## src/design/u2da_pkg.sv

```systemverilog
`default_nettype none

package u2da_pkg;

  // Fixed field widths of the two channels.
  localparam int IN_BITS       = 32;
  localparam int CHAR_BITS     = 6;
  localparam int DIGIT_BITS    = 4;
  localparam int VALUE_BITS_DEF = 32;

  // ASCII code of the character '0'.
  localparam logic [CHAR_BITS-1:0] ASCII_ZERO = 6'd48;

  // Division by ten as a multiply by ceil(2^35 / 10) and a right shift.
  // The result is exact for every operand below 2^32.
  localparam logic [31:0] RECIP_TEN   = 32'hCCCC_CCCD;
  localparam int          RECIP_SHIFT = 35;
  localparam int          RECIP_BITS  = 32;

  // Controller states.
  typedef enum logic [1:0] {
    ST_IDLE,
    ST_MUL,
    ST_DIV,
    ST_EMIT
  } u2da_state_t;

  // Commands from the controller to the datapath.
  typedef struct packed {
    logic load;
    logic mul;
    logic div;
    logic pop;
  } u2da_cmd_t;

  // Status from the datapath to the controller.
  typedef struct packed {
    logic in_zero;
    logic in_prec;
    logic quot_zero;
    logic last;
  } u2da_sts_t;

endpackage

`default_nettype wire

```

## src/design/u2da_stream_if.sv

```systemverilog
`default_nettype none

// Input channel: one value to convert per transfer.
interface u2da_in_if
  import u2da_pkg::*;
();
  logic               valid;
  logic               ready;
  logic [IN_BITS-1:0] value;
  logic               precision_given;

  modport source (output valid, output value, output precision_given, input ready);
  modport sink   (input valid, input value, input precision_given, output ready);
endinterface

// Result channel: one ASCII digit per transfer.
interface u2da_out_if
  import u2da_pkg::*;
();
  logic                 valid;
  logic                 ready;
  logic [CHAR_BITS-1:0] digit_char;
  logic                 last_digit;

  modport source (output valid, output digit_char, output last_digit, input ready);
  modport sink   (input valid, input digit_char, input last_digit, output ready);
endinterface

`default_nettype wire

```

## src/design/u2da_ctrl.sv

```systemverilog
`default_nettype none

module u2da_ctrl
  import u2da_pkg::*;
(
  input  wire logic      clk,
  input  wire logic      rst_n,
  input  wire logic      in_valid,
  output logic           in_ready,
  output logic           out_valid,
  input  wire logic      out_ready,
  output u2da_cmd_t      cmd,
  input  wire u2da_sts_t sts
);

  u2da_state_t state_r;
  u2da_state_t state_nxt;

  // State register.
  always_ff @(posedge clk) begin
    if (!rst_n) begin
      state_r <= ST_IDLE;
    end else begin
      state_r <= state_nxt;
    end
  end

  // Next state and commands.
  always_comb begin
    state_nxt = state_r;
    cmd       = '0;
    in_ready  = 1'b0;
    out_valid = 1'b0;
    unique case (state_r)
      ST_IDLE: begin
        in_ready = 1'b1;
        if (in_valid) begin
          cmd.load = 1'b1;
          // A zero value either prints one '0' or, with a precision, nothing.
          if (sts.in_zero) begin
            state_nxt = sts.in_prec ? ST_IDLE : ST_EMIT;
          end else begin
            state_nxt = ST_MUL;
          end
        end
      end
      ST_MUL: begin
        cmd.mul   = 1'b1;
        state_nxt = ST_DIV;
      end
      ST_DIV: begin
        cmd.div   = 1'b1;
        state_nxt = sts.quot_zero ? ST_EMIT : ST_MUL;
      end
      ST_EMIT: begin
        out_valid = 1'b1;
        if (out_ready) begin
          cmd.pop = 1'b1;
          if (sts.last) begin
            state_nxt = ST_IDLE;
          end
        end
      end
      default: begin
        state_nxt = ST_IDLE;
      end
    endcase
  end

endmodule

`default_nettype wire

```

## src/design/u2da_dpath.sv

```systemverilog
`default_nettype none

module u2da_dpath
  import u2da_pkg::*;
#(
  parameter int OP_BITS    = VALUE_BITS_DEF,
  parameter int MAX_DIGITS = 10,
  parameter int CNT_BITS   = 4
) (
  input  wire logic                 clk,
  input  wire logic                 rst_n,
  input  wire u2da_cmd_t            cmd,
  output u2da_sts_t                 sts,
  input  wire logic [IN_BITS-1:0]   in_value,
  input  wire logic                 in_precision_given,
  output logic [CHAR_BITS-1:0]      out_digit_char,
  output logic                      out_last_digit
);

  localparam int PROD_BITS = OP_BITS + RECIP_BITS;

  logic [OP_BITS-1:0]    value_r;
  logic [OP_BITS-1:0]    value_nxt;
  logic [PROD_BITS-1:0]  prod_r;
  logic [CNT_BITS-1:0]   count_r;
  logic [CNT_BITS-1:0]   count_nxt;
  logic [DIGIT_BITS-1:0] stack_r   [MAX_DIGITS];
  logic [DIGIT_BITS-1:0] stack_nxt [MAX_DIGITS];

  logic [OP_BITS-1:0]    in_op;
  logic [OP_BITS-1:0]    quot;
  logic [OP_BITS+3:0]    quot_x10;
  logic [DIGIT_BITS-1:0] rem;

  // Operand masked to the configured width.
  assign in_op = in_value[OP_BITS-1:0];

  // Quotient and remainder of the current value by ten.
  assign quot     = OP_BITS'(prod_r >> RECIP_SHIFT);
  assign quot_x10 = {1'b0, quot, 3'b000} + {3'b000, quot, 1'b0};
  assign rem      = value_r[DIGIT_BITS-1:0] - quot_x10[DIGIT_BITS-1:0];

  // Status for the controller.
  assign sts.in_zero   = (in_op == '0);
  assign sts.in_prec   = in_precision_given;
  assign sts.quot_zero = (quot == '0);
  assign sts.last      = (count_r == CNT_BITS'(1));

  // Most significant digit sits at the top of the digit stack.
  assign out_digit_char = ASCII_ZERO + {{(CHAR_BITS-DIGIT_BITS){1'b0}}, stack_r[0]};
  assign out_last_digit = sts.last;

  // Digit stack: digits are pushed least significant first, popped from the top.
  always_comb begin
    value_nxt = value_r;
    count_nxt = count_r;
    for (int i = 0; i < MAX_DIGITS; i++) begin
      stack_nxt[i] = stack_r[i];
    end
    priority if (cmd.load) begin
      value_nxt    = in_op;
      count_nxt    = (in_op == '0) ? CNT_BITS'(1) : '0;
      stack_nxt[0] = '0;
    end else if (cmd.div) begin
      value_nxt    = quot;
      count_nxt    = count_r + CNT_BITS'(1);
      stack_nxt[0] = rem;
      for (int i = 1; i < MAX_DIGITS; i++) begin
        stack_nxt[i] = stack_r[i-1];
      end
    end else if (cmd.pop) begin
      count_nxt = count_r - CNT_BITS'(1);
      for (int i = 0; i < MAX_DIGITS - 1; i++) begin
        stack_nxt[i] = stack_r[i+1];
      end
    end else begin
      // No load, divide or pop: value, count and digits hold.
      value_nxt = value_r;
    end
  end

  // Digit count is control state and is cleared by reset.
  always_ff @(posedge clk) begin
    if (!rst_n) begin
      count_r <= '0;
    end else begin
      count_r <= count_nxt;
    end
  end

  // Payload registers: working value, product and digits.
  always_ff @(posedge clk) begin
    value_r <= value_nxt;
    if (cmd.mul) begin
      prod_r <= PROD_BITS'(value_r) * PROD_BITS'(RECIP_TEN);
    end
    for (int i = 0; i < MAX_DIGITS; i++) begin
      stack_r[i] <= stack_nxt[i];
    end
  end

endmodule

`default_nettype wire

```

## src/design/unsigned_to_decimal_ascii_unit.sv

```systemverilog
`default_nettype none

// Channel   Role    Payload                       Handshake
// in_chan   sink    value[31:0], precision_given  valid/ready
// out_chan  source  digit_char[5:0], last_digit   valid/ready
//
// One value at a time. A nonzero value with n digits is divided by ten n
// times, each a multiply step and then a quotient/remainder step (states
// ST_MUL and ST_DIV), and is then sent as n output transfers. A zero value
// gives its single transfer, or none with a precision. Reset is synchronous
// and returns the unit to idle.
// A stalled result holds its digit; the input is not taken until the last
// digit of the current value has been transferred.

module unsigned_to_decimal_ascii_unit
  import u2da_pkg::*;
#(
  parameter int VALUE_BITS = VALUE_BITS_DEF
) (
  input  wire logic   clk,
  input  wire logic   rst_n,
  u2da_in_if.sink     in_chan,
  u2da_out_if.source  out_chan
);

  localparam int OP_BITS    = (VALUE_BITS < IN_BITS) ? VALUE_BITS : IN_BITS;
  localparam int MAX_DIGITS = ((OP_BITS * 1233) >> 12) + 1;
  localparam int CNT_BITS   = $clog2(MAX_DIGITS + 1);

  u2da_cmd_t cmd;
  u2da_sts_t sts;
  logic      ctrl_in_ready;
  logic      ctrl_out_valid;

  // Controller.
  u2da_ctrl u_ctrl (
    .clk       (clk),
    .rst_n     (rst_n),
    .in_valid  (in_chan.valid),
    .in_ready  (ctrl_in_ready),
    .out_valid (ctrl_out_valid),
    .out_ready (out_chan.ready),
    .cmd       (cmd),
    .sts       (sts)
  );

  // Datapath.
  u2da_dpath #(
    .OP_BITS    (OP_BITS),
    .MAX_DIGITS (MAX_DIGITS),
    .CNT_BITS   (CNT_BITS)
  ) u_dpath (
    .clk                (clk),
    .rst_n              (rst_n),
    .cmd                (cmd),
    .sts                (sts),
    .in_value           (in_chan.value),
    .in_precision_given (in_chan.precision_given),
    .out_digit_char     (out_chan.digit_char),
    .out_last_digit     (out_chan.last_digit)
  );

  assign in_chan.ready  = ctrl_in_ready;
  assign out_chan.valid = ctrl_out_valid;

  // A shown result is always a decimal digit.
  a_digit_range: assert property (@(posedge clk) disable iff (!rst_n)
    out_chan.valid |-> (out_chan.digit_char >= ASCII_ZERO &&
                        out_chan.digit_char <= ASCII_ZERO + 6'd9))
    else $error("digit_char out of range");

  // Input and output are never open at the same time.
  a_one_item: assert property (@(posedge clk) disable iff (!rst_n)
    in_chan.ready |-> !out_chan.valid)
    else $error("input taken while a result is shown");

  // Zero with a precision produces nothing and leaves the unit idle.
  a_zero_prec: assert property (@(posedge clk) disable iff (!rst_n)
    (in_chan.valid && in_chan.ready && sts.in_zero && in_chan.precision_given)
      |=> (in_chan.ready && !out_chan.valid))
    else $error("zero with precision did not return to idle");

  // The transfer of the last digit returns the unit to idle.
  a_last_idle: assert property (@(posedge clk) disable iff (!rst_n)
    (out_chan.valid && out_chan.ready && out_chan.last_digit) |=> in_chan.ready)
    else $error("unit busy after last digit");

endmodule

`default_nettype wire

```

## src/flat_wrapper.sv

```systemverilog
// flat-port wrapper written by rule: the top's interface ports become plain ports
module unsigned_to_decimal_ascii_unit_flat import u2da_pkg::*;
#(
  parameter int VALUE_BITS = VALUE_BITS_DEF
)
  (clk, rst_n, in_chan_valid, in_chan_value, in_chan_precision_given, in_chan_ready, out_chan_valid, out_chan_digit_char, out_chan_last_digit, out_chan_ready);
  u2da_in_if in_chan_i ();
  u2da_out_if out_chan_i ();
  input  wire logic clk;
  input  wire logic rst_n;
  input wire logic [$bits(in_chan_i.valid)-1:0] in_chan_valid;
  input wire logic [$bits(in_chan_i.value)-1:0] in_chan_value;
  input wire logic [$bits(in_chan_i.precision_given)-1:0] in_chan_precision_given;
  output wire logic [$bits(in_chan_i.ready)-1:0] in_chan_ready;
  output wire logic [$bits(out_chan_i.valid)-1:0] out_chan_valid;
  output wire logic [$bits(out_chan_i.digit_char)-1:0] out_chan_digit_char;
  output wire logic [$bits(out_chan_i.last_digit)-1:0] out_chan_last_digit;
  input wire logic [$bits(out_chan_i.ready)-1:0] out_chan_ready;
  assign in_chan_i.valid = in_chan_valid;
  assign in_chan_i.value = in_chan_value;
  assign in_chan_i.precision_given = in_chan_precision_given;
  assign in_chan_ready = in_chan_i.ready;
  assign out_chan_valid = out_chan_i.valid;
  assign out_chan_digit_char = out_chan_i.digit_char;
  assign out_chan_last_digit = out_chan_i.last_digit;
  assign out_chan_i.ready = out_chan_ready;
  unsigned_to_decimal_ascii_unit #(.VALUE_BITS(VALUE_BITS)) u_core (.clk(clk), .rst_n(rst_n), .in_chan(in_chan_i), .out_chan(out_chan_i));
endmodule
```

## config.mk

```make
export PLATFORM = sky130hd
export DESIGN_NAME = unsigned_to_decimal_ascii_unit_flat
export DESIGN_NICKNAME = d
export VERILOG_FILES = /design/src/design/u2da_pkg.sv /design/src/design/u2da_stream_if.sv /design/src/design/u2da_ctrl.sv /design/src/design/u2da_dpath.sv /design/src/design/unsigned_to_decimal_ascii_unit.sv /design/src/flat_wrapper.sv
export SDC_FILE = /design/constraint.sdc
export NUM_CORES = 1
export LEC_CHECK = 0
export BUFFER_PORTS_ARGS = -buffer_cell sky130_fd_sc_hd__buf_2
export CAP_MARGIN = 20
export CELL_PAD_IN_SITES_DETAIL_PLACEMENT = 1
export CELL_PAD_IN_SITES_GLOBAL_PLACEMENT = 1
export CORE_UTILIZATION = 45
export DETAILED_ROUTE_END_ITERATION = 16
export PLACE_DENSITY_LB_ADDON = 0.1
export SLEW_MARGIN = 10
export SYNTH_ARGS = -nofsm -noshare
export SYNTH_HDL_FRONTEND = slang
export SYNTH_HIERARCHICAL = 1
export SYNTH_SLANG_ARGS = --single-unit
```

## constraint.sdc

```tcl
create_clock -name clk -period 6.4 [get_ports clk]
set_clock_uncertainty 0.1 [all_clocks]
set_input_delay 0.64 -clock clk [delete_from_list [all_inputs] [get_ports clk]]
set_output_delay 0.64 -clock clk [all_outputs]
set_load 0.005 [all_outputs]
```

==> results.py <==
metrics = {
    "logic_synthesis": {
        "yosys_warnings": 6,
        "yosys_register_bits": 107,
        "avgSynthCellArea_sq_um": 10.8,
        "async_flop_share_pct": 0,
        "synth.cell_area_sq_um": 21200,
        "synth_cell_types": 63,
        "synth_ff_type": "edfxtp_1",
        "syn_inst": 1958,
        "synth-edff-count": 97,
        "synth_common_cells": "inv_1, fa_1, ha_1",
        "synth.most_common_cell": "inv_1",
        "synthTopCellsByArea": "fa_1, ha_1, edfxtp_1",
        "yosysSeqAreaShare_pct": 14.7,
        "yosys.area.top_type_share_pct": 36.4,
        "synth.largest_area_cell": "fa_1",
    },
    "sta": {
        "hold_viol_final": 0,
        "slew_headroom_pct": 29.5,
        "rsz0062_at_grt": "yes",
        "min_period_ns": 7.34,
        "layout_setup_ws_ns": -0.936,
        "setup_viol_count_final": 29,
        "fin_hold_ws_ns": 0.367,
        "fmax_mhz": 136,
        "fin_crit_sh_pct": 115,
        "maxSlewViolCount": 0,
        "tightest_slew_ns": 1.06,
    },
    "worst_setup_path": {
        "crit_fanout": 4,
        "r2r_start": "u_core/u_dpath/value_r[10]",
        "worstPathRequired_ns": 6.42,
        "cp-start-kind": "flop",
        "crit_arrival_ns": 7.35,
        "cp-startpoint": "u_core/u_dpath/value_r[10]",
        "path_class": "flop to flop",
        "endpoint_kind": "flop",
    },
    "place": {
        "routabilityCongestion": 1.02,
        "dp_hpwl_um": 65500,
        "portBuffers": 43,
    },
    "cells_and_area": {
        "nets": 3166,
        "n_antenna_cell": 0,
        "final.fill_count": 5028,
        "area_delta_synth_final_pct": 23.6,
        "drive_above_1_share_pct": 28.0,
    },
    "die": {
        "die_w_um": 219,
        "pin_count": 46,
        "start_util_pct": 45.6,
        "die-height_um": 219,
        "dieArea_sq_um": 48100,
        "core_area_sq_um": 46600,
        "num_rows": 79,
    },
    "clocking": {
        "clk_path_buf_depth": 2,
        "path_clk_slew_ns": 0.09,
        "cts_sinks": 107,
        "ctsHtreeMaxLevel": 3,
        "clk_latency_ns": 0.39,
        "cts_tree": "done",
        "ctsRootBufferMaster": "clkbuf_16",
        "cts_inserted_buffers": 9,
    },
    "global_routing": {
        "grt_pass1_vias": 17946,
        "grt_usage_pct": 32.5,
        "grt_max_degree": 49,
        "grt_pass1_wl_um": 111000,
        "antenna_found_initial": 2,
        "grt-ovfl-total": 0,
    },
    "routing": {
        "first_pass_iters": 5,
        "ant_nets": 0,
        "vias": 15641,
        "drtIter0Drc": 714,
        "wire_per_inst_um": 24.5,
        "wl_um": 73400,
        "drc": 0,
        "vias_per_cell": 5.21,
    },
    "min_path": {
        "hold_path.class": "flop to flop",
        "hp-start": "u_core/u_dpath/stack_r[8][3]",
    },
    "job": {
        "maxCapViolCount": 0,
    },
    "outcome": {
        "failed_checks": "setup timing",
        "status": "finished with violations",
    },
}
## metal layers
| layer | vias to the layer above | track usage, % | part of all wire (%) | wire length [um] |
|---|---|---|---|---|
| li1 | 7086 | - | - | - |
| met1 | 8088 | 45.6 | 45 | 33400 |
| met2 | 394 | 50.5 | 45 | 33100 |
| met3 | 71 | 8.43 | 7.6 | 5590 |
| met4 | 2 | 6.69 | 1.9 | 1410 |
| met5 | - | 0 | 0.018 | 13 |
## timing repair
action	in CTS	in global routing
setup buffers	32	8
gates resized for setup	89	43
endpoints found under the setup margin	29	29
hold buffers	0	0
pin swaps	64	48
## registers in the layout, indices dropped and copies added, names as in the netlist
register,count
u_core/u_ctrl/state_r,2
u_core/u_dpath/count_r,4
u_core/u_dpath/prod_r,29
u_core/u_dpath/stack_r,40
u_core/u_dpath/value_r,32
## cell type report
cell class | instances | area (sq um) | area share, %
Clock buffer | 9 | 225 | 0.858
Tap cell | 607 | 759 | 2.89
Sequential cell | 107 | 3110 | 11.9
Inverter | 538 | 2030 | 7.72
Multi-Input combinational cell | 1283 | 16700 | 63.5
Clock inverter | 6 | 103 | 0.391
Timing Repair Buffer | 451 | 3350 | 12.7
## kinds of logic after synthesis
logic type,synth area share [%]
adders and majority gates,57.2
buffers and inverters,10.1
AOI/OAI and AO/OA,6.19
and+or+nand+nor,5.03
DFF,14.7
xor gates and xnor gates,3.42
muxes,3.38
other,0.0177
## per-stage QoR
step / cells / area, sq um / utilization (%) / worst slack (ns) / setup TNS [ns]
CTS: 2995 / 26000 / 56.0 / -0.852 / -17.67
detailed placement: 2952 / 25100 / 54.0 / -1.05 / -24.29
floorplan: 1959 / 21500 / - / -0.354 / -4.37
global placement: 2952 / 25100 / 54.0 / -1.04 / -23.66
finish: 3001 / 26300 / 56.4 / -0.936 / -19.49
global route: 3001 / 26300 / 56.4 / -1.10 / -25.49
## worst max-delay path, stage by stage, from the launching register on
cell	delay (ns)
edfxtp_1	0.57
ha_4	0.30
xor2_1	0.17
ha_2	0.18
a21o_1	0.21
fa_1	0.52
inv_2	0.05
fa_1	0.49
inv_1	0.05
fa_1	0.56
fa_1	0.45
fa_1	0.52
fa_1	0.43
buf_6	0.15
ha_4	0.26
nand4_1	0.19
nor2_1	0.20
o2bb2ai_2	0.14
nor3_2	0.07
a211oi_2	0.28
buf_4	0.18
o21ai_4	0.08
o31ai_4	0.30
a31oi_2	0.17
o31a_1	0.31
xnor2_1	0.14
## cells in the final DEF, fill, tap and decap left out, types with 10 or more instances in the layout
cell,instances
buf_4,392
buf_6,15
o21bai_1,10
xor2_1,39
fa_2,15
and2_1,14
ha_1,317
inv_2,26
xnor2_1,36
inv_1,509
nor4_1,17
fa_1,371
nor2b_1,23
ha_4,27
nor2_1,27
edfxtp_1,97
a21o_1,37
buf_2,43
nand2_1,35
nand2b_1,13
a21oi_1,54
mux2_2,62
nand3_1,10
nand4_1,19
o21ai_0,24
dfxtp_1,10
## worst paths after layout
path                                                      to  slack, ns  cells past startpoint
worst max-delay path               u_core/u_dpath/prod_r[61]      -0.94                     25
worst min-delay path            u_core/u_dpath/stack_r[9][3]       0.37                      0
worst max register to register     u_core/u_dpath/prod_r[61]      -0.94                     25
worst min register to register  u_core/u_dpath/stack_r[9][3]       0.37                      0
Power is left out: the tool's default activity adds up to more than one toggle a clock period on the data nets, which glitch-free logic cannot reach.
